--- config.mk ---
export PLATFORM = sky130hd
export DESIGN_NAME = http_get_request_parser_flat
export DESIGN_NICKNAME = d
export VERILOG_FILES = /design/src/rtl/hgp_pkg.sv /design/src/rtl/hgp_in_if.sv /design/src/rtl/hgp_out_if.sv /design/src/rtl/hgp_front.sv /design/src/rtl/hgp_queue.sv /design/src/rtl/hgp_back.sv /design/src/rtl/http_get_request_parser.sv /design/src/flat_wrapper.sv
export SDC_FILE = /design/constraint.sdc
export NUM_CORES = 1
export LEC_CHECK = 0
export ABC_AREA = 1
export BUFFER_PORTS_ARGS = -buffer_cell sky130_fd_sc_hd__buf_2
export CAP_MARGIN = 15
export CORE_MARGIN = 5
export CORE_UTILIZATION = 64
export CTS_CLUSTER_DIAMETER = 60
export DETAILED_ROUTE_END_ITERATION = 10
export HOLD_SLACK_MARGIN = 0.08
export MAX_ROUTING_LAYER = met4
export PLACE_DENSITY = 0.81
export SLEW_MARGIN = 10
export SYNTH_ARGS = -nofsm -noshare
export SYNTH_HDL_FRONTEND = slang
export SYNTH_HIERARCHICAL = 1
export SYNTH_SLANG_ARGS = --single-unit
export TNS_END_PERCENT = 100
--- constraint.sdc ---
create_clock -name clk -period 4.5 [get_ports clk]
set_input_delay 0.45 -clock clk [delete_from_list [all_inputs] [get_ports clk]]
set_output_delay 0.45 -clock clk [all_outputs]
set_load 0.01 [all_outputs]
--- src/rtl/hgp_pkg.sv ---
// Shared types, character codes and keyword tables for the HTTP GET request parser.
package hgp_pkg;

    localparam int LENGTH_BITS_DEF = 32;
    localparam int QUEUE_DEPTH     = 2;
    localparam int QUEUE_PTR_BITS  = 1;
    localparam int QUEUE_CNT_BITS  = 2;

    localparam logic [3:0] KW_GET_LEN    = 4'd3;
    localparam logic [3:0] KW_VER_LEN    = 4'd8;
    localparam logic [3:0] KW_SCHEME_LEN = 4'd7;
    localparam logic [3:0] KW_CONN_LEN   = 4'd11;
    localparam logic [3:0] KW_KEEP_LEN   = 4'd10;
    localparam logic [3:0] KW_CLEN_LEN   = 4'd15;

    localparam logic [7:0] CH_CR    = 8'h0d;
    localparam logic [7:0] CH_LF    = 8'h0a;
    localparam logic [7:0] CH_SPACE = 8'h20;
    localparam logic [7:0] CH_TAB   = 8'h09;
    localparam logic [7:0] CH_VT    = 8'h0b;
    localparam logic [7:0] CH_FF    = 8'h0c;
    localparam logic [7:0] CH_PLUS  = 8'h2b;
    localparam logic [7:0] CH_MINUS = 8'h2d;
    localparam logic [7:0] CH_SLASH = 8'h2f;
    localparam logic [7:0] CH_ZERO  = 8'h30;
    localparam logic [7:0] CH_NINE  = 8'h39;
    localparam logic [7:0] CH_UP_A  = 8'h41;
    localparam logic [7:0] CH_UP_Z  = 8'h5a;
    localparam logic [7:0] CH_LOW_H = 8'h68;

    typedef enum logic [3:0] {
        PH_METHOD    = 4'd0,
        PH_URL_START = 4'd1,
        PH_URL       = 4'd2,
        PH_VERSION   = 4'd3,
        PH_HDR_NAME  = 4'd4,
        PH_HDR_WS    = 4'd5,
        PH_CONN_VAL  = 4'd6,
        PH_LEN_VAL   = 4'd7,
        PH_HDR_SKIP  = 4'd8,
        PH_CONTENT   = 4'd9
    } hgp_phase_t;

    typedef enum logic [1:0] {
        KIND_URL  = 2'd0,
        KIND_DONE = 2'd1,
        KIND_BAD  = 2'd2
    } hgp_kind_t;

    typedef enum logic [1:0] {
        URL_PATH   = 2'd0,
        URL_SCHEME = 2'd1,
        URL_HOST   = 2'd2
    } hgp_url_mode_t;

    // One classified request byte as it travels through the queue.
    typedef struct packed {
        logic [7:0] raw;
        logic [7:0] lower;
        logic       is_cr;
        logic       is_lf;
        logic       is_sep;
        logic       is_digit;
        logic       is_vt_ff;
        logic       is_plus;
        logic       is_minus;
        logic       is_slash;
    } hgp_item_t;

    function automatic logic [7:0] to_lower(input logic [7:0] c);
        return (c >= CH_UP_A && c <= CH_UP_Z) ? c + 8'd32 : c;
    endfunction

    function automatic logic [7:0] kw_get_char(input logic [3:0] pos);
        case (pos)
            4'd0:    return "g";
            4'd1:    return "e";
            4'd2:    return "t";
            default: return 8'h00;
        endcase
    endfunction

    function automatic logic [7:0] kw_ver_char(input logic [3:0] pos);
        case (pos)
            4'd0:    return "h";
            4'd1:    return "t";
            4'd2:    return "t";
            4'd3:    return "p";
            4'd4:    return "/";
            4'd5:    return "1";
            4'd6:    return ".";
            4'd7:    return "1";
            default: return 8'h00;
        endcase
    endfunction

    function automatic logic [7:0] kw_scheme_char(input logic [3:0] pos);
        case (pos)
            4'd0:    return "h";
            4'd1:    return "t";
            4'd2:    return "t";
            4'd3:    return "p";
            4'd4:    return ":";
            4'd5:    return "/";
            4'd6:    return "/";
            default: return 8'h00;
        endcase
    endfunction

    function automatic logic [7:0] kw_conn_char(input logic [3:0] pos);
        case (pos)
            4'd0:    return "c";
            4'd1:    return "o";
            4'd2:    return "n";
            4'd3:    return "n";
            4'd4:    return "e";
            4'd5:    return "c";
            4'd6:    return "t";
            4'd7:    return "i";
            4'd8:    return "o";
            4'd9:    return "n";
            4'd10:   return ":";
            default: return 8'h00;
        endcase
    endfunction

    function automatic logic [7:0] kw_keep_char(input logic [3:0] pos);
        case (pos)
            4'd0:    return "k";
            4'd1:    return "e";
            4'd2:    return "e";
            4'd3:    return "p";
            4'd4:    return "-";
            4'd5:    return "a";
            4'd6:    return "l";
            4'd7:    return "i";
            4'd8:    return "v";
            4'd9:    return "e";
            default: return 8'h00;
        endcase
    endfunction

    function automatic logic [7:0] kw_clen_char(input logic [3:0] pos);
        case (pos)
            4'd0:    return "c";
            4'd1:    return "o";
            4'd2:    return "n";
            4'd3:    return "t";
            4'd4:    return "e";
            4'd5:    return "n";
            4'd6:    return "t";
            4'd7:    return "-";
            4'd8:    return "l";
            4'd9:    return "e";
            4'd10:   return "n";
            4'd11:   return "g";
            4'd12:   return "t";
            4'd13:   return "h";
            4'd14:   return ":";
            default: return 8'h00;
        endcase
    endfunction

endpackage

--- src/rtl/hgp_in_if.sv ---
// Handshake channel that carries one request byte per word.
interface hgp_in_if;
    logic       valid;
    logic       ready;
    logic [7:0] in_byte;

    modport source (output valid, output in_byte, input ready);
    modport sink   (input valid, input in_byte, output ready);
endinterface

--- src/rtl/hgp_out_if.sv ---
// Handshake channel that carries one parser result per word.
interface hgp_out_if;
    logic        valid;
    logic        ready;
    logic [1:0]  result_kind;
    logic [7:0]  url_byte;
    logic        keep_alive;
    logic [31:0] body_length;

    modport source (output valid, output result_kind, output url_byte, output keep_alive,
                    output body_length, input ready);
    modport sink   (input valid, input result_kind, input url_byte, input keep_alive,
                    input body_length, output ready);
endinterface

--- src/rtl/hgp_front.sv ---
// Front end: accepts request bytes and classifies each one for the parser.
module hgp_front
    import hgp_pkg::*;
(
    hgp_in_if.sink    req,
    input  logic      q_full,
    output logic      push,
    output hgp_item_t push_item
);

    assign req.ready = !q_full;
    assign push      = req.valid && !q_full;

    always_comb
    begin
        push_item.raw      = req.in_byte;
        push_item.lower    = to_lower(req.in_byte);
        push_item.is_cr    = (req.in_byte == CH_CR);
        push_item.is_lf    = (req.in_byte == CH_LF);
        push_item.is_sep   = (req.in_byte == CH_SPACE) || (req.in_byte == CH_TAB);
        push_item.is_digit = (req.in_byte >= CH_ZERO) && (req.in_byte <= CH_NINE);
        push_item.is_vt_ff = (req.in_byte == CH_VT) || (req.in_byte == CH_FF);
        push_item.is_plus  = (req.in_byte == CH_PLUS);
        push_item.is_minus = (req.in_byte == CH_MINUS);
        push_item.is_slash = (req.in_byte == CH_SLASH);
    end

endmodule

--- src/rtl/hgp_queue.sv ---
// Short queue of classified bytes between the front end and the parser.
module hgp_queue
    import hgp_pkg::*;
(
    input  logic      clk,
    input  logic      rst_n,
    input  logic      push,
    input  hgp_item_t push_item,
    input  logic      pop,
    output logic      q_valid,
    output logic      q_full,
    output hgp_item_t q_item
);

    hgp_item_t                 slot_reg [QUEUE_DEPTH];
    logic [QUEUE_PTR_BITS-1:0] wr_ptr_reg;
    logic [QUEUE_PTR_BITS-1:0] wr_ptr_next;
    logic [QUEUE_PTR_BITS-1:0] rd_ptr_reg;
    logic [QUEUE_PTR_BITS-1:0] rd_ptr_next;
    logic [QUEUE_CNT_BITS-1:0] count_reg;
    logic [QUEUE_CNT_BITS-1:0] count_next;

    assign q_valid = (count_reg != '0);
    assign q_full  = (count_reg == QUEUE_CNT_BITS'(QUEUE_DEPTH));
    assign q_item  = slot_reg[rd_ptr_reg];

    always_comb
    begin
        wr_ptr_next = push ? wr_ptr_reg + 1'b1 : wr_ptr_reg;
        rd_ptr_next = pop ? rd_ptr_reg + 1'b1 : rd_ptr_reg;
        count_next  = count_reg;
        if (push && !pop)
        begin
            count_next = count_reg + 1'b1;
        end
        else if (pop && !push)
        begin
            count_next = count_reg - 1'b1;
        end
    end

    always_ff @(posedge clk or negedge rst_n)
    begin
        if (!rst_n)
        begin
            wr_ptr_reg <= '0;
            rd_ptr_reg <= '0;
            count_reg  <= '0;
        end
        else
        begin
            wr_ptr_reg <= wr_ptr_next;
            rd_ptr_reg <= rd_ptr_next;
            count_reg  <= count_next;
        end
    end

    always_ff @(posedge clk)
    begin
        if (push)
        begin
            slot_reg[wr_ptr_reg] <= push_item;
        end
    end

endmodule

--- src/rtl/hgp_back.sv ---
// Back end: request parser state machine with a registered result stage.
module hgp_back
    import hgp_pkg::*;
#(
    parameter int LENGTH_BITS = LENGTH_BITS_DEF
)
(
    input  logic      clk,
    input  logic      rst_n,
    input  logic      q_valid,
    input  hgp_item_t q_item,
    output logic      pop,
    hgp_out_if.source res
);

    localparam int PROD_BITS = LENGTH_BITS + 4;

    hgp_phase_t             phase_reg;
    hgp_phase_t             phase_next;
    logic [3:0]             pos_reg;
    logic [3:0]             pos_next;
    logic [1:0]             hk_reg;
    logic [1:0]             hk_next;
    hgp_url_mode_t          um_reg;
    hgp_url_mode_t          um_next;
    logic                   cr_reg;
    logic                   cr_next;
    logic                   le_reg;
    logic                   le_next;
    logic                   vm_reg;
    logic                   vm_next;
    logic                   ka_reg;
    logic                   ka_next;
    logic [LENGTH_BITS-1:0] len_reg;
    logic [LENGTH_BITS-1:0] len_next;
    logic [LENGTH_BITS-1:0] cnt_reg;
    logic [LENGTH_BITS-1:0] cnt_next;

    logic                   out_valid_reg;
    logic                   out_valid_next;
    hgp_kind_t              kind_reg;
    logic [7:0]             ubyte_reg;
    logic                   keep_reg;
    logic [31:0]            blen_reg;

    logic                   fire;
    logic [LENGTH_BITS-1:0] cnt_plus;
    logic [PROD_BITS-1:0]   prod;
    logic [LENGTH_BITS-1:0] len_digit;
    logic [LENGTH_BITS+31:0] len_wide;
    logic                   req_line_fail;
    logic                   emit;
    hgp_kind_t              kind;
    logic [7:0]             ubyte;

    assign fire     = q_valid && (!out_valid_reg || res.ready);
    assign pop      = fire;
    assign cnt_plus = cnt_reg + 1'b1;
    assign len_wide = (LENGTH_BITS + 32)'(len_reg);

    // Decimal accumulation: len * 10 + digit, saturating at all ones.
    assign prod = (PROD_BITS'(len_reg) << 3) + (PROD_BITS'(len_reg) << 1)
                + PROD_BITS'(q_item.raw[3:0]);
    assign len_digit = (prod[PROD_BITS-1:LENGTH_BITS] != '0) ? '1 : prod[LENGTH_BITS-1:0];

    assign req_line_fail = le_reg || (phase_reg != PH_VERSION) || (pos_reg != KW_VER_LEN);

    // Next-state logic.
    always_comb
    begin
        logic       go_reset;
        logic       go_header;
        logic       do_conn;
        logic       do_len;
        logic [3:0] vpos;
        logic       vvm;
        logic [1:0] cand;

        phase_next = phase_reg;
        pos_next   = pos_reg;
        hk_next    = hk_reg;
        um_next    = um_reg;
        cr_next    = cr_reg;
        le_next    = le_reg;
        vm_next    = vm_reg;
        ka_next    = ka_reg;
        len_next   = len_reg;
        cnt_next   = cnt_reg;
        go_reset   = 1'b0;
        go_header  = 1'b0;
        do_conn    = 1'b0;
        do_len     = 1'b0;
        vpos       = pos_reg;
        vvm        = vm_reg;
        cand       = hk_reg;

        if (fire)
        begin
            if (phase_reg > PH_CONTENT)
            begin
                go_reset = 1'b1;
            end
            else if (phase_reg == PH_CONTENT)
            begin
                cnt_next = cnt_plus;
                if (cnt_plus >= len_reg)
                begin
                    go_reset = 1'b1;
                end
            end
            else if (cr_reg)
            begin
                cr_next = 1'b0;
                if (!q_item.is_lf)
                begin
                    go_reset = 1'b1;
                end
                else if (phase_reg <= PH_VERSION)
                begin
                    if (req_line_fail)
                    begin
                        go_reset = 1'b1;
                    end
                    else
                    begin
                        go_header = 1'b1;
                    end
                end
                else if (phase_reg == PH_HDR_NAME && pos_reg == 4'd0)
                begin
                    if (len_reg != '0)
                    begin
                        phase_next = PH_CONTENT;
                        cnt_next   = '0;
                    end
                    else
                    begin
                        go_reset = 1'b1;
                    end
                end
                else
                begin
                    if (phase_reg == PH_CONN_VAL && vm_reg && pos_reg == KW_KEEP_LEN)
                    begin
                        ka_next = 1'b1;
                    end
                    go_header = 1'b1;
                end
            end
            else if (q_item.is_cr)
            begin
                cr_next = 1'b1;
            end
            else if (q_item.is_lf)
            begin
                go_reset = 1'b1;
            end
            else if (!(phase_reg <= PH_VERSION && le_reg))
            begin
                case (phase_reg)
                    PH_METHOD:
                    begin
                        if (pos_reg < KW_GET_LEN)
                        begin
                            if (q_item.lower == kw_get_char(pos_reg))
                            begin
                                pos_next = pos_reg + 1'b1;
                            end
                            else
                            begin
                                le_next = 1'b1;
                            end
                        end
                        else if (q_item.is_sep)
                        begin
                            phase_next = PH_URL_START;
                            pos_next   = 4'd0;
                        end
                        else
                        begin
                            le_next = 1'b1;
                        end
                    end
                    PH_URL_START:
                    begin
                        if (q_item.is_slash)
                        begin
                            um_next    = URL_PATH;
                            phase_next = PH_URL;
                        end
                        else if (q_item.lower == CH_LOW_H)
                        begin
                            um_next    = URL_SCHEME;
                            pos_next   = 4'd1;
                            phase_next = PH_URL;
                        end
                        else
                        begin
                            le_next = 1'b1;
                        end
                    end
                    PH_URL:
                    begin
                        if (um_reg == URL_PATH)
                        begin
                            if (q_item.is_sep)
                            begin
                                phase_next = PH_VERSION;
                                pos_next   = 4'd0;
                            end
                        end
                        else if (um_reg == URL_SCHEME)
                        begin
                            if (pos_reg < KW_SCHEME_LEN
                                && q_item.lower == kw_scheme_char(pos_reg))
                            begin
                                pos_next = pos_reg + 1'b1;
                                if (pos_reg + 1'b1 == KW_SCHEME_LEN)
                                begin
                                    um_next = URL_HOST;
                                end
                            end
                            else
                            begin
                                le_next = 1'b1;
                            end
                        end
                        else if (q_item.is_sep)
                        begin
                            le_next = 1'b1;
                        end
                        else if (q_item.is_slash)
                        begin
                            um_next = URL_PATH;
                        end
                    end
                    PH_VERSION:
                    begin
                        if (pos_reg < KW_VER_LEN && q_item.lower == kw_ver_char(pos_reg))
                        begin
                            pos_next = pos_reg + 1'b1;
                        end
                        else
                        begin
                            le_next = 1'b1;
                        end
                    end
                    PH_HDR_NAME:
                    begin
                        if (cand[0] && (pos_reg >= KW_CONN_LEN
                            || q_item.lower != kw_conn_char(pos_reg)))
                        begin
                            cand[0] = 1'b0;
                        end
                        if (cand[1] && (pos_reg >= KW_CLEN_LEN
                            || q_item.lower != kw_clen_char(pos_reg)))
                        begin
                            cand[1] = 1'b0;
                        end
                        if (cand[0] && pos_reg + 1'b1 == KW_CONN_LEN)
                        begin
                            hk_next    = 2'd1;
                            phase_next = PH_HDR_WS;
                            pos_next   = 4'd0;
                        end
                        else if (cand[1] && pos_reg + 1'b1 == KW_CLEN_LEN)
                        begin
                            hk_next    = 2'd2;
                            phase_next = PH_HDR_WS;
                            pos_next   = 4'd0;
                            len_next   = '0;
                        end
                        else if (cand == 2'd0)
                        begin
                            hk_next    = 2'd0;
                            phase_next = PH_HDR_SKIP;
                        end
                        else
                        begin
                            hk_next  = cand;
                            pos_next = pos_reg + 1'b1;
                        end
                    end
                    PH_HDR_WS:
                    begin
                        // The first byte after the whitespace already belongs to the value.
                        if (!q_item.is_sep)
                        begin
                            vpos = 4'd0;
                            if (hk_reg == 2'd1)
                            begin
                                phase_next = PH_CONN_VAL;
                                vvm        = 1'b1;
                                do_conn    = 1'b1;
                            end
                            else
                            begin
                                phase_next = PH_LEN_VAL;
                                do_len     = 1'b1;
                            end
                        end
                    end
                    PH_CONN_VAL:
                    begin
                        do_conn = 1'b1;
                    end
                    PH_LEN_VAL:
                    begin
                        do_len = 1'b1;
                    end
                    default:
                    begin
                    end
                endcase

                if (do_conn)
                begin
                    if (vvm && vpos < KW_KEEP_LEN && q_item.lower == kw_keep_char(vpos))
                    begin
                        pos_next = vpos + 1'b1;
                        vm_next  = 1'b1;
                    end
                    else
                    begin
                        pos_next = vpos;
                        vm_next  = 1'b0;
                    end
                end

                if (do_len)
                begin
                    if (vpos == 4'd0 && q_item.is_vt_ff)
                    begin
                        pos_next = vpos;
                    end
                    else if (vpos == 4'd0 && q_item.is_plus)
                    begin
                        pos_next = 4'd1;
                    end
                    else if (vpos == 4'd0 && q_item.is_minus)
                    begin
                        pos_next = 4'd2;
                    end
                    else if (vpos < 4'd2 && q_item.is_digit)
                    begin
                        len_next = len_digit;
                        pos_next = 4'd1;
                    end
                    else
                    begin
                        pos_next = 4'd2;
                    end
                end
            end

            if (go_header)
            begin
                phase_next = PH_HDR_NAME;
                pos_next   = 4'd0;
                hk_next    = 2'd3;
                vm_next    = 1'b0;
                le_next    = 1'b0;
            end

            if (go_reset)
            begin
                phase_next = PH_METHOD;
                pos_next   = 4'd0;
                hk_next    = 2'd0;
                um_next    = URL_PATH;
                cr_next    = 1'b0;
                le_next    = 1'b0;
                vm_next    = 1'b0;
                ka_next    = 1'b0;
                len_next   = '0;
                cnt_next   = '0;
            end
        end
    end

    // Result logic.
    always_comb
    begin
        emit  = 1'b0;
        kind  = KIND_URL;
        ubyte = 8'h00;

        if (fire && phase_reg <= PH_CONTENT)
        begin
            if (phase_reg == PH_CONTENT)
            begin
                if (cnt_plus >= len_reg)
                begin
                    emit = 1'b1;
                    kind = KIND_DONE;
                end
            end
            else if (cr_reg)
            begin
                if (!q_item.is_lf)
                begin
                    emit = 1'b1;
                    kind = KIND_BAD;
                end
                else if (phase_reg <= PH_VERSION)
                begin
                    if (req_line_fail)
                    begin
                        emit = 1'b1;
                        kind = KIND_BAD;
                    end
                end
                else if (phase_reg == PH_HDR_NAME && pos_reg == 4'd0 && len_reg == '0)
                begin
                    emit = 1'b1;
                    kind = KIND_DONE;
                end
            end
            else if (q_item.is_lf)
            begin
                emit = 1'b1;
                kind = KIND_BAD;
            end
            else if (!q_item.is_cr && !(phase_reg <= PH_VERSION && le_reg))
            begin
                if ((phase_reg == PH_URL_START && q_item.is_slash)
                    || (phase_reg == PH_URL && um_reg == URL_PATH && !q_item.is_sep)
                    || (phase_reg == PH_URL && um_reg != URL_PATH && um_reg != URL_SCHEME
                        && q_item.is_slash))
                begin
                    emit  = 1'b1;
                    kind  = KIND_URL;
                    ubyte = q_item.raw;
                end
            end
        end
    end

    always_comb
    begin
        out_valid_next = out_valid_reg;
        if (fire)
        begin
            out_valid_next = emit;
        end
        else if (res.ready)
        begin
            out_valid_next = 1'b0;
        end
    end

    always_ff @(posedge clk or negedge rst_n)
    begin
        if (!rst_n)
        begin
            phase_reg     <= PH_METHOD;
            pos_reg       <= 4'd0;
            hk_reg        <= 2'd0;
            um_reg        <= URL_PATH;
            cr_reg        <= 1'b0;
            le_reg        <= 1'b0;
            vm_reg        <= 1'b0;
            ka_reg        <= 1'b0;
            len_reg       <= '0;
            cnt_reg       <= '0;
            out_valid_reg <= 1'b0;
        end
        else
        begin
            phase_reg     <= phase_next;
            pos_reg       <= pos_next;
            hk_reg        <= hk_next;
            um_reg        <= um_next;
            cr_reg        <= cr_next;
            le_reg        <= le_next;
            vm_reg        <= vm_next;
            ka_reg        <= ka_next;
            len_reg       <= len_next;
            cnt_reg       <= cnt_next;
            out_valid_reg <= out_valid_next;
        end
    end

    always_ff @(posedge clk)
    begin
        if (fire && emit)
        begin
            kind_reg  <= kind;
            ubyte_reg <= ubyte;
            keep_reg  <= (kind == KIND_DONE) ? ka_reg : 1'b0;
            blen_reg  <= (kind == KIND_DONE) ? len_wide[31:0] : 32'd0;
        end
    end

    assign res.valid       = out_valid_reg;
    assign res.result_kind = kind_reg;
    assign res.url_byte    = ubyte_reg;
    assign res.keep_alive  = keep_reg;
    assign res.body_length = blen_reg;

endmodule

--- src/rtl/http_get_request_parser.sv ---
// Top level of the HTTP GET request parser: front end, byte queue and parser back end.
// A byte accepted at req is written into a queue slot; the parser then steps on it from
// the queue and places any result word for it in the output register.
// Throughput: one byte per cycle while the back end's result register is free or is being taken.
// The two-entry queue absorbs two bytes while a result word waits at the output.
// Reset (rst_n, asynchronous, active low) returns the parser to expecting the method
// and empties the queue and the output register; there is no clearing pass.
module http_get_request_parser
    import hgp_pkg::*;
#(
    parameter int LENGTH_BITS = LENGTH_BITS_DEF
)
(
    input logic       clk,
    input logic       rst_n,
    hgp_in_if.sink    req,
    hgp_out_if.source res
);

    // Classified bytes travel from the front end through the queue to the parser.
    logic      push;
    logic      pop;
    logic      q_valid;
    logic      q_full;
    hgp_item_t push_item;
    hgp_item_t q_item;

    // The front end takes a byte whenever the queue has room, so it never waits on the
    // parser directly.
    hgp_front u_front (
        .req       (req),
        .q_full    (q_full),
        .push      (push),
        .push_item (push_item)
    );

    // With two entries a push and a pop can happen in the same cycle at full rate,
    // and the input ready depends only on registered occupancy.
    hgp_queue u_queue (
        .clk       (clk),
        .rst_n     (rst_n),
        .push      (push),
        .push_item (push_item),
        .pop       (pop),
        .q_valid   (q_valid),
        .q_full    (q_full),
        .q_item    (q_item)
    );

    // The back end advances one byte whenever its result register is free or is being
    // taken. The Content-Length value accumulates as len * 10 + digit with saturation at
    // the all-ones value of LENGTH_BITS; the reported body_length is its low 32 bits.
    hgp_back #(
        .LENGTH_BITS (LENGTH_BITS)
    ) u_back (
        .clk     (clk),
        .rst_n   (rst_n),
        .q_valid (q_valid),
        .q_item  (q_item),
        .pop     (pop),
        .res     (res)
    );

endmodule
--- src/flat_wrapper.sv ---
// flat-port wrapper written by rule: the top's interface ports become plain ports
module http_get_request_parser_flat import hgp_pkg::*;
#(
    parameter int LENGTH_BITS = LENGTH_BITS_DEF
)
  (clk, rst_n, req_valid, req_in_byte, req_ready, res_valid, res_result_kind, res_url_byte, res_keep_alive, res_body_length, res_ready);
  hgp_in_if req_i ();
  hgp_out_if res_i ();
  input logic clk;
  input logic rst_n;
  input wire logic [$bits(req_i.valid)-1:0] req_valid;
  input wire logic [$bits(req_i.in_byte)-1:0] req_in_byte;
  output wire logic [$bits(req_i.ready)-1:0] req_ready;
  output wire logic [$bits(res_i.valid)-1:0] res_valid;
  output wire logic [$bits(res_i.result_kind)-1:0] res_result_kind;
  output wire logic [$bits(res_i.url_byte)-1:0] res_url_byte;
  output wire logic [$bits(res_i.keep_alive)-1:0] res_keep_alive;
  output wire logic [$bits(res_i.body_length)-1:0] res_body_length;
  input wire logic [$bits(res_i.ready)-1:0] res_ready;
  assign req_i.valid = req_valid;
  assign req_i.in_byte = req_in_byte;
  assign req_ready = req_i.ready;
  assign res_valid = res_i.valid;
  assign res_result_kind = res_i.result_kind;
  assign res_url_byte = res_i.url_byte;
  assign res_keep_alive = res_i.keep_alive;
  assign res_body_length = res_i.body_length;
  assign res_i.ready = res_ready;
  http_get_request_parser #(.LENGTH_BITS(LENGTH_BITS)) u_core (.clk(clk), .rst_n(rst_n), .req(req_i), .res(res_i));
endmodule
=== Word level (Yosys, flattened, before mapping) ===
Memories as Yosys holds them, arrays and structs flattened.
Index checks and enable logic that the tools add are counted.

* Register bits after elaboration: 128
* Bits in writable memories: 48
* Memory bits (read-only): 384
* Bits of input ports: 12
* Memories: 5

* $add $sub $neg: 10
* $lt $le $gt $ge: 15
* Eq/ne operators: 91
* Mux-type cells: 302
* Bitwise logic cells: 3
* Reductions and logical operators: 86

{| class="wikitable"
|+ Memory list
! name !! depth !! bits a word !! read ports !! clocked after Yosys merged registers in !! write ports !! line !! text
|-
| (name not given) || 16 || 7 || 1 || 0 || 0 || hgp_pkg.sv:111 || <nowiki>case (pos)</nowiki>
|-
| (name not given) || 16 || 7 || 1 || 0 || 0 || hgp_pkg.sv:144 || <nowiki>case (pos)</nowiki>
|-
| (name not given) || 16 || 7 || 1 || 0 || 0 || hgp_pkg.sv:128 || <nowiki>case (pos)</nowiki>
|-
| (name not given) || 8 || 6 || 1 || 0 || 0 || hgp_pkg.sv:84 || <nowiki>case (pos)</nowiki>
|-
| u_core.u_queue.slot_reg || 2 || 24 || 1 || 0 || 1 || hgp_queue.sv:15 || <nowiki>hgp_item_t slot_reg [QUEUE_DEPTH];</nowiki>
|}

{| class="wikitable"
|+ Operator list
! operator !! count
|-
| 32-bit 2-to-1 mux || 24
|-
| 8-bit 2-to-1 mux || 53
|-
| 4-bit 2-to-1 mux || 55
|-
| 1-bit 2-to-1 mux || 123
|-
| 2-bit 2-to-1 mux || 39
|-
| 6-bit != test, second input constant || 7
|-
| 8-bit by 4-bit equality test with 1-bit output, second input constant || 5
|-
| 4-bit != test, second input constant || 10
|-
| 4-bit one-hot mux with 5 select lines || 2
|-
| 35-bit by 33-bit adder with 36-bit output || 1
|-
| 36-bit by 4-bit adder with 36-bit output || 1
|-
| 7-bit one-hot mux with 5 select lines || 1
|-
| 32-bit by 1-bit adder with 32-bit output, second input constant || 1
|-
| 4-bit by 3-bit equality test with 1-bit output, second input constant || 8
|-
| 8-bit by 6-bit equality test with 1-bit output, second input constant || 4
|-
| 8-bit equality test || 4
|-
| 32-bit greater-or-equal comparator || 1
|-
| 1-bit logical AND || 32
|-
| 32-bit logical NOT || 1
|-
| 32-bit nonzero test || 1
|-
| 5-bit != test, second input constant || 5
|-
| 8-bit AND reduction || 3
|-
| 7-bit one-hot mux with 3 select lines || 1
|-
| 3-bit nonzero test || 7
|-
| 55 further kinds || 118
|}

=== Longest topological paths before layout ===
Gate-level depths: netlist (run 1).

* Depth after elaboration: 37
* Mapped depth: 32
* Gate-level depth less buffers: 30

=== By module ===
The synthesis (run 1) kept the hierarchy.

{| class="wikitable"
|+ By module, submodules not included
! module !! instances !! cells each !! area an instance (µm²)
|-
| hgp_back || 1 || 1,683 || 11,479.8
|-
| hgp_queue || 1 || 100 || 2,040.7
|-
| hgp_front || 1 || 72 || 384.1
|}

=== Least setup slack after synthesis (run 1) ===
Ideal clock, no wire load.

* Path kind: register to register
* From: register u_core.u_back.cnt_reg[2]
* To: register u_core.u_back.blen_reg[0], in the netlist u_core/u_back/res.body_length[0] (enable)
* Data arrival time: 3.682 ns
* Data required time: 4.099 ns
* Path slack: 0.417 ns
* Cell stages (with the launch flop): 24
* Path buffers: 0
* Path through: dfrtp_1 > nand2_1 > nor2_1 > nand3_1 > nor2_2 > inv_1 > nor2_1 > nand3_1 > nor3_2 > nand2_1 > nor2_1 > xor2_1 > inv_1 > ha_1 > nand2_1 > nor2_1 > nand2_1 > nor2_1 > nand2_1 > nand2_1 > nand2_1 > nor2_1 > inv_1 > nand2_1

* Cells in the longest elaborated chain, start to end: 6

{| class="wikitable"
|+ RTL lines
! element !! line !! text
|-
| from (decl) || hgp_back.sv:36 || <nowiki>logic [LENGTH_BITS-1:0] cnt_reg;</nowiki>
|-
| from (signal assigned) || hgp_back.sv:479 || <nowiki>cnt_reg <= cnt_next;</nowiki>
|-
| 32-bit by 1-bit adder with 32-bit output || hgp_back.sv:58 || <nowiki>assign cnt_plus = cnt_reg + 1'b1;</nowiki>
|-
| 32-bit greater-or-equal comparator || hgp_back.sv:392 || <nowiki>if (cnt_plus >= len_reg)</nowiki>
|-
| 1-bit 2-to-1 mux || hgp_back.sv:392 ||
|-
| 1-bit 2-to-1 mux || hgp_back.sv:390 || <nowiki>if (phase_reg == PH_CONTENT)</nowiki>
|-
| 1-bit 2-to-1 mux || hgp_back.sv:388 || <nowiki>if (fire && phase_reg <= PH_CONTENT)</nowiki>
|-
| 1-bit logical AND || hgp_back.sv:486 || <nowiki>if (fire && emit)</nowiki>
|-
| to (signal assigned) || hgp_back.sv:491 || <nowiki>blen_reg <= (kind == KIND_DONE) ? len_wide[31:0] : 32'd0;</nowiki>
|-
| to (decl) || hgp_back.sv:44 || <nowiki>logic [31:0] blen_reg;</nowiki>
|}

No other way between the ends.
A chain may end at the register's enable or synchronous reset.

=== Worst setup path in the final report (run 1) ===
* From: register u_core.u_back.cnt_reg[0]
* To: register u_core.u_back.hk_reg[1]

* Cells in the longest elaborated chain, start to end: 8
* Elaborated cells between the ends (all ways): 15

{| class="wikitable"
|+ RTL lines
! element !! line !! text
|-
| 32-bit by 1-bit adder with 32-bit output (*) || hgp_back.sv:58 ||
|-
| 32-bit greater-or-equal comparator (*) || hgp_back.sv:106 || <nowiki>if (cnt_plus >= len_reg)</nowiki>
|-
| 1-bit 2-to-1 mux (*) || hgp_back.sv:106 ||
|-
| 1-bit 2-to-1 mux (*) || hgp_back.sv:103 || <nowiki>else if (phase_reg == PH_CONTENT)</nowiki>
|-
| 1-bit 2-to-1 mux (*) || hgp_back.sv:99 || <nowiki>if (phase_reg > PH_CONTENT)</nowiki>
|-
| 1-bit 2-to-1 mux (*) || hgp_back.sv:97 || <nowiki>if (fire)</nowiki>
|-
| 3-bit != test (no source line) (tied with other cells) || -- ||
|-
| 8-bit AND reduction (no source line) || -- ||
|-
| to (signal assigned) || hgp_back.sv:472 || <nowiki>hk_reg <= hk_next;</nowiki>
|-
| to (decl) || hgp_back.sv:22 || <nowiki>logic [1:0] hk_reg;</nowiki>
|}

Every way passes the cells marked *; elsewhere a longest branch is shown, timed or not. The select of a mux whose other input is x is not followed.

==> metrics.md, run 1 <==
| Metric | Value |
|---|---|
| Status | `completed` |
| Post-synthesis area per instance | `7.50 um2` |
| Multi-input gate area | `a little under 8000 um2` |
| Most used cell, CP | `nand2_1` |
| Mux cell area share after synthesis | `~2.5%` |
| Minimum clock period | `roughly 4.3 ns` |
| Hold path cells | `1` |
| Hold crit path type | `in2reg` |
| Top_reg_cell synth | `edfxtp_1` |
| CTS tree | `yes` |
| Drt drc | `0` |
| Row Count | `54` |
| GR Overflow Total | `0` |
| Number of flops mapped to enable cells by yosys | `91` |
| Placed insts | `about 2200` |
| Fmax | `approximately 230 MHz` |
| Critical path startpoint category | `register` |
| Maximum buffer depth of the clock tree | `2` |
| Worst-margin pin slew | `approximately 1 ns` |
| Met1 Use GR | `roughly 39%` |
| Die X | `around 160 um` |
| Via/cell ratio | `slightly below 6` |
| Synth Area in XOR/XNOR | `about 3.5%` |
| Layout cells sized above 1 | `between 10% and 20%` |
| Vias | `between 10000 and 15000` |
| Sequential share of the synthesized area | `a little over a third` |
| Synth warn | `6` |
| Power Dens Cells | `549 nW/um2` |
| Complex-gate fraction of the synthesized area | `a little under an eighth` |
| Critical path arrival | `between 4 and 5 ns` |
| Final nets | `approximately 2000` |
| Critical Path Fanout Max | `8` |
| Worst r2r path cells | `24` |
| CTS Buf Count | `17` |
| Worst-Skew Late Latency | `roughly 0.44 ns` |
| Kind of critical path | `reg2reg` |
| Fill cells | `1813` |
| Part of the cycle the worst path needs | `a little over nine tenths` |
| Worst-path cell chain | `ha_1 > nand2_1 > nor2_1 > nand2_1 > nor2_1 > nand3_1 > nor3_2 > nand2_1 > nor2_1 > xor2_1 > inv_1 > ha_1 > nand2_1 > nor2_1 > nand2_1 > nor2_1 > nand2_1 > nand3_1 > nand2_1 > inv_1 > nand2_1 > a21oi_2 > nand3_1 > o21ai_0` |
| CTS Sinks | `176` |
| Final setup violation count | `0` |
| Met3 Use GR | `under 10%` |
| RR Endpoint | `u_core/u_back/hk_reg[1]$_DFFE_PN0P_` |
| Most frequent cells in the layout | `nand2_1, inv_1, nor2_1` |
| DRT Pass-1 Iters | `6` |
| Flop-to-flop setup slack | `0.24 ns` |
| Worst-path clk slew | `around 0.070 ns` |
| Relative slew margins | `between 30 and 40%` |
| Final hold vios | `0` |
| Most common cell after layout, fill and taps aside | `nand2_1` |
| Leakage | `~7.5 nW` |
| H-tree levels | `4` |
| Fin cells | `between 2000 and 2500` |
| Chip Height | `157 um` |
| Cells taking the most area after synthesis | `edfxtp_1, dfrtp_1, nand2_1` |
| DRT antenna net count | `0` |
| Post-Synth Simple-Gate Area | `28.5%` |
| Ant. Diodes | `0` |
| Max-cap violation count | `0` |
| IO Pins | `between 50 and 60` |
| First-pass GRT wire length | `between 60000 and 70000 um` |
| Most used routing layer | `met2` |
| Synth cell types | `51` |
| Net Count, Synth | `approximately 2000` |
| DPL Wire Length | `28800 um` |
| IO buf count | `56` |
| GRT Util Overall | `between 30% and 40%` |
| Sequential Area | `between 4000 and 5000 um2` |
| Initial antenna violation count | `0` |
| Max stage delay on crit path | `about 0.4 ns` |
| Maximum vdd drop | `between 0.4 and 0.5 mV` |
| Slowest CP cell | `dfrtp_1` |
| Area leader, netlist | `edfxtp_1` |
| Pin count of the biggest net entering global routing | `between 40 and 50` |
| WP data required | `between 4 and 5 ns` |
| Vias in the first global route | `roughly 12000` |
| Worst hold start | `req_in_byte[7]` |
| GRT met2 Usage | `around 54%` |
| Ys async rst share | `roughly half` |
| Final worst slack | `~0.24 ns` |
| Area share of the largest cell type after synthesis | `slightly below 20%` |
| Syn-to-layout area delta | `8.58%` |
| Die Area | `24800 um2` |
| Post-synthesis register bit count | `between 150 and 200` |
| Gpl congestion | `around 1.0` |
| Final wirelength | `39400 um` |
| Mapped Area | `between 10000 and 15000 um2` |
| CP Capture Type | `register` |
| Buffers & Inverters on Critical Path | `2` |
| RR Startpoint | `u_core/u_back/cnt_reg[0]$_DFFE_PN0P_` |
| WHS Endpoint | `u_core/u_queue/slot_reg[1][23]$_DFFE_PP_` |
| Core ar. | `21600 um2` |
| Largest family of logic cells by synthesized area | `simple AND/OR/NAND/NOR gates` |
| DP Worst Slack | `-0.109 ns` |
| Cell family with most CP delay | `simple AND/OR/NAND/NOR gates` |
| Clk root buf | `clkbuf_16` |
| Max-slew violation count | `0` |
| Initial core utilization | `around 64%` |
| Initial DRC Count | `between 1000 and 1500` |
| Cells after Synth | `roughly 1900` |
| Routed WL per cell | `between 15 and 20 um` |
| Largest register FFs | `48` |
| Adder-cell share of the synthesized area | `a little over a tenth` |
| Clk_skew | `about 0.015 ns` |
## how the worst max path moves through the flow
stage,depth (start not counted),from,slack [ns],end
after CTS,27,u_core/u_back/cnt_reg[2]$_DFFE_PN0P_,0.06,u_core/u_back/cnt_reg[12]$_DFFE_PN0P_
final,24,u_core/u_back/cnt_reg[0]$_DFFE_PN0P_,0.24,u_core/u_back/hk_reg[1]$_DFFE_PN0P_
after global placement,26,u_core/u_back/cnt_reg[0]$_DFFE_PN0P_,0.07,u_core/u_back/cnt_reg[1]$_DFFE_PN0P_
after global routing,26,u_core/u_back/cnt_reg[0]$_DFFE_PN0P_,-0.09,u_core/u_back/phase_reg[3]$_DFFE_PN0P_
after floorplan,23,u_core/u_back/cnt_reg[2]$_DFFE_PN0P_,0.42,u_core/u_back/res.body_length[0]$_SDFFCE_PP0P_
after detailed placement,27,u_core/u_back/cnt_reg[0]$_DFFE_PN0P_,-0.11,u_core/u_back/cnt_reg[7]$_DFFE_PN0P_
## layout make-up
cell class | count | share of cell area [%]
Clock buffer | 19 | 3.07
Clock inverter | 13 | 0.771
Inverter | 220 | 5.49
Multi-Input combinational cell | 1404 | 52.6
Sequential cell | 176 | 32.2
Tap cell | 280 | 2.32
Timing Repair Buffer | 79 | 3.39
Timing Repair inverter | 3 | 0.149
## synth_stat cells (3+ instances only)
cell type,instances
inv_2,9
nor4_1,9
nor2_4,5
nand2_1,476
nor3_1,22
nand4_1,30
xor2_1,41
mux2_2,5
ha_1,113
buf_6,6
a21oi_2,12
buf_4,17
o31ai_1,3
nand2_4,4
nor2_1,211
buf_2,18
a21oi_1,106
nand2_2,12
nand3b_1,7
nand3_1,120
o21ai_1,47
inv_1,209
edfxtp_1,91
nor2_2,13
nor3_2,3
dfrtp_1,85
a31oi_1,6
a22o_1,11
o211ai_1,8
a21o_1,5
mux2_4,19
clkbuf_1,11
o21ai_0,81
xnor2_1,14
## what timing repair did
item	CTS	global route
setup buffers	0	3
resized for setup	1	23
endpoints found under the setup margin	32	122
hold buffers	1	0
hold endpoints to repair	43	0
pin swaps	0	2
cloned	0	4
## kinds of logic (layout without fill, tap and decap cells)
kind of cell	Yosys count	in the layout
buffers and inverters	276	334
DFF	176	176
muxes	24	24
and+or+nand+nor	920	921
xor gates and xnor gates	55	55
AOI/OAI and AO/OA	289	289
adders and majority gates	115	115
## report_power, final
part	total [W]	internal [W]	switching [W]
Combinational	0.00434	0.00141	0.00293
Sequential	0.00245	0.00216	0.000291
Clock	0.00149	0.000778	0.000713
## metal layers
layer  vias to the layer above  wire length (um)  share of wire (%)
met3                       137              2750                7.0
met5                         -                 0                  0
met2                       675             19200                 49
met1                      6016             15700                 40
met4                         0              1760                4.5
li1                       6240                 -                  -
## stage by stage
stage | TNS, ns | hold WS (ns) | power (W) | utilization [%] | cell area [um2]
floorplan | 0 | 0.154 | 0.00546 | - | 13900
global placement | 0 | 0.460 | 0.00653 | 66.4 | 14300
detailed placement | -2.57 | 0.481 | 0.00661 | 66.4 | 14300
CTS | 0 | 0.272 | 0.00812 | 69.1 | 14900
global route | -1.16 | 0.275 | 0.00881 | 69.8 | 15100
finish | 0 | 0.285 | 0.00828 | 69.8 | 15100
Note: power is estimated with default switching activity, not from simulation.
==> run 2: changes to the inputs <==
--- a/config.mk
+++ b/config.mk
@@ -9,12 +9,12 @@
 export BUFFER_PORTS_ARGS = -buffer_cell sky130_fd_sc_hd__buf_2
 export CAP_MARGIN = 15
 export CORE_MARGIN = 5
-export CORE_UTILIZATION = 64
+export CORE_UTILIZATION = 45
 export CTS_CLUSTER_DIAMETER = 60
 export DETAILED_ROUTE_END_ITERATION = 10
 export HOLD_SLACK_MARGIN = 0.08
 export MAX_ROUTING_LAYER = met4
-export PLACE_DENSITY = 0.81
+export PLACE_DENSITY = 0.6
 export SLEW_MARGIN = 10
 export SYNTH_ARGS = -nofsm -noshare
 export SYNTH_HDL_FRONTEND = slang
==> run 2 against run 1 <==
Net effect: worst setup slack better by 0.11 ns; fmax is 2.7% higher; die area is 39% higher; sequential share of layout area is 0.24 points lower; critical endpoint is now u_core/u_back/pos_reg[1]$_DFFE_PN0P_; largest cell class unchanged; largest power group unchanged; highest routed layer unchanged.
==> metrics.md, run 2 (synthesized netlist as in run 1, its figures left out) <==
| Metric | Value |
|---|---|
| Initial antenna violation count | `0 (unchanged)` |
| Vias | `12500 (was 13100)` |
| Flop pwr share | `29.4% (was 29.6%)` |
| Placed insts | `2269 (was 2154)` |
| P_int | `0.00441 W (was 0.00435 W)` |
| CP Capture Type | `register (unchanged)` |
| Maximum vdd drop | `0.400 mV (was 0.401 mV)` |
| DRT Pass-1 Iters | `5 (was 6)` |
| H-tree levels | `4 (unchanged)` |
| Drt drc | `0 (unchanged)` |
| Final wirelength | `39200 um (was 39400 um)` |
| RR Startpoint | `u_core/u_back/cnt_reg[0]$_DFFE_PN0P_ (unchanged)` |
| Leakage | `7.46 nW (was 7.47 nW)` |
| Final setup violation count | `0 (unchanged)` |
| Syn-to-layout area delta | `9.39% (was 8.58%)` |
| Final core occ | `49.7% (was 69.8%)` |
| Critical path arrival | `4.52 ns (was 4.62 ns)` |
| Clk root buf | `clkbuf_16 (unchanged)` |
| Minimum clock period | `4.15 ns (was 4.26 ns)` |
| Comb power frac | `52.4% (about the same)` |
| Chip Height | `186 um (was 157 um)` |
| Flop-to-flop setup slack | `0.35 ns (was 0.24 ns)` |
| Worst-margin pin slew | `0.970 ns (was 1.01 ns)` |
| CTS Buf Count | `17 (unchanged)` |
| DRT antenna net count | `0 (unchanged)` |
| Part of the cycle the worst path needs | `92.2% (was 94.7%)` |
| Kind of critical path | `reg2reg (unchanged)` |
| Fill cells | `3062 (was 1813)` |
| Design area | `15200 um2 (was 15100 um2)` |
| DPL Wire Length | `30100 um (was 28800 um)` |
| Placed cell area | `14500 um2 (was 14300 um2)` |
| First-pass GRT wire length | `62200 um (was 61400 um)` |
| Hold crit path type | `in2async (was in2reg)` |
| Layout cells sized above 1 | `11.2% (was 11.3%)` |
| Worst-path clk slew | `0.07 ns (about the same)` |
| Maximum buffer depth of the clock tree | `2 (unchanged)` |
| CTS tree | `yes (unchanged)` |
| Gpl congestion | `0.961 (was 1.05)` |
| Sw Ratio | `46.6% (was 47.5%)` |
| GR Overflow Total | `0 (unchanged)` |
| RR Endpoint | `u_core/u_back/pos_reg[1]$_DFFE_PN0P_ (was u_core/u_back/hk_reg[1]$_DFFE_PN0P_)` |
| Final hold slack | `0.101 ns (was 0.285 ns)` |
| Row Count | `64 (was 54)` |
| Core ar. | `30600 um2 (was 21600 um2)` |
| Status | `completed (unchanged)` |
| Pin count of the biggest net entering global routing | `64 (was 45)` |
| Switching pwr | `0.00385 W (was 0.00394 W)` |
| Fin cells | `2306 (was 2194)` |
| Power Dens Cells | `543 nW/um2 (was 549 nW/um2)` |
| Max-slew violation count | `0 (unchanged)` |
| Max-cap violation count | `0 (unchanged)` |
| IO buf count | `56 (unchanged)` |
| CTS Hold Bufs | `0 (was 1)` |
| Worst r2r path cells | `26 (was 24)` |
| Ant. Diodes | `0 (unchanged)` |
| Clk pwr share | `18.2% (was 18.0%)` |
| Critical path startpoint category | `register (unchanged)` |
| Die Area | `34500 um2 (was 24800 um2)` |
| WP data required | `4.87 ns (was 4.86 ns)` |
| GRT Util Overall | `23.3% (was 32.1%)` |
| Most frequent cells in the layout | `nand2_1, nor2_1, inv_1 (was nand2_1, inv_1, nor2_1)` |
| Final hold vios | `0 (unchanged)` |
| IO Pins | `57 (unchanged)` |
| Most common cell after layout, fill and taps aside | `nand2_1 (unchanged)` |
| Relative slew margins | `35.3% (was 32.4%)` |
| CTS Sinks | `176 (unchanged)` |
| Critical Path Fanout Max | `6 (was 8)` |
| Worst-Skew Late Latency | `0.44 ns (about the same)` |
| Clk_skew | `0.0144 ns (was 0.0154 ns)` |
| Fmax | `241 MHz (was 235 MHz)` |
| Initial core utilization | `45.5% (was 64.3%)` |
| Vias in the first global route | `11800 (was 12200)` |
| Die X | `186 um (was 157 um)` |
| Via/cell ratio | `5.43 (was 5.96)` |
| Largest register FFs | `48 (unchanged)` |
| Routed WL per cell | `17.0 um (was 18.0 um)` |
| Final nets | `2024 (was 2028)` |
| Initial DRC Count | `893 (was 1384)` |
run 2: worst max-delay path by stage:
stage / from / to / slack [ns] / depth (start not counted)
after floorplan: u_core/u_back/cnt_reg[2]$_DFFE_PN0P_ / u_core/u_back/res.body_length[0]$_SDFFCE_PP0P_ / 0.42 / 23
after global placement: u_core/u_back/cnt_reg[0]$_DFFE_PN0P_ / u_core/u_back/cnt_reg[12]$_DFFE_PN0P_ / 0.25 / 26
after detailed placement: u_core/u_back/cnt_reg[0]$_DFFE_PN0P_ / u_core/u_back/cnt_reg[12]$_DFFE_PN0P_ / 0.15 / 24
after CTS: u_core/u_back/cnt_reg[0]$_DFFE_PN0P_ / u_core/u_back/cnt_reg[12]$_DFFE_PN0P_ / 0.15 / 24
after global routing: u_core/u_back/cnt_reg[2]$_DFFE_PN0P_ / u_core/u_back/phase_reg[3]$_DFFE_PN0P_ / -0.04 / 27
final: u_core/u_back/cnt_reg[0]$_DFFE_PN0P_ / u_core/u_back/pos_reg[1]$_DFFE_PN0P_ / 0.35 / 26
run 2: worst max-delay path, stage by stage, from the launching register on:
cell     delay [ns]
dfrtp_1        0.39
inv_1          0.09
nor2_2         0.16
nand3_2        0.14
nor2_4         0.15
inv_1          0.05
nor2_1         0.17
nand3_2        0.16
nor3_4         0.27
nand2_1        0.12
nor2_1         0.12
xor2_1         0.15
inv_1          0.07
ha_1           0.28
a21oi_1        0.16
o21a_1         0.14
nand2_1        0.05
a21oi_1        0.15
nand2_1        0.08
nand2_1        0.12
nand2_2        0.15
buf_4          0.21
nor2_4         0.20
o21ai_0        0.13
nor3_1         0.23
nand2_1        0.09
nand2_1        0.06
run 2: per-layer routing:
| metal | GRT usage, % | share of wire (%) | up-vias |
|---|---|---|---|
| met1 | 29.7 | 44 | 5872 |
| met2 | 39.7 | 49 | 371 |
| met4 | 5.63 | 1.9 | 0 |
| met3 | 2.83 | 4.6 | 55 |
| li1 | - | - | 6229 |
| met5 | - | 0 | - |
run 2: power groups by stage:
stage / clock network, W / registers (W) / logic (W)
2_1_floorplan: 0 / 0.00246 / 0.00300
3_3_place_gp: 0 / 0.00246 / 0.00414
3_5_place_dp: 0 / 0.00247 / 0.00417
4_1_cts: 0.00154 / 0.00243 / 0.00419
5_1_grt: 0.00161 / 0.00248 / 0.00480
6_report: 0.00150 / 0.00243 / 0.00433
run 2: layout make-up:
class / instances / area (um2) / area share [%]
clock buffer: 18 / 429 / 2.82
clock inverter: 14 / 151 / 0.995
inverter: 220 / 836 / 5.50
multi-input combinational: 1403 / 7930 / 52.1
sequential: 176 / 4860 / 32.0
tap: 396 / 495 / 3.26
timing repair buffer: 78 / 502 / 3.30
timing repair inverter: 1 / 7.51 / 0.0494
run 2: what timing repair did:
action,in CTS,in global routing
endpoints found under the setup margin,0,106
gates resized for setup,0,20
buffers inserted,0,4
run 2: stage by stage:
step                total power [W]  TNS, ns  setup WS (ns)
floorplan                   0.00546        0          0.417
global placement            0.00660        0          0.250
detailed placement          0.00663        0          0.146
CTS                         0.00816        0          0.153
global route                0.00888   -0.107        -0.0375
finish                      0.00826        0          0.352
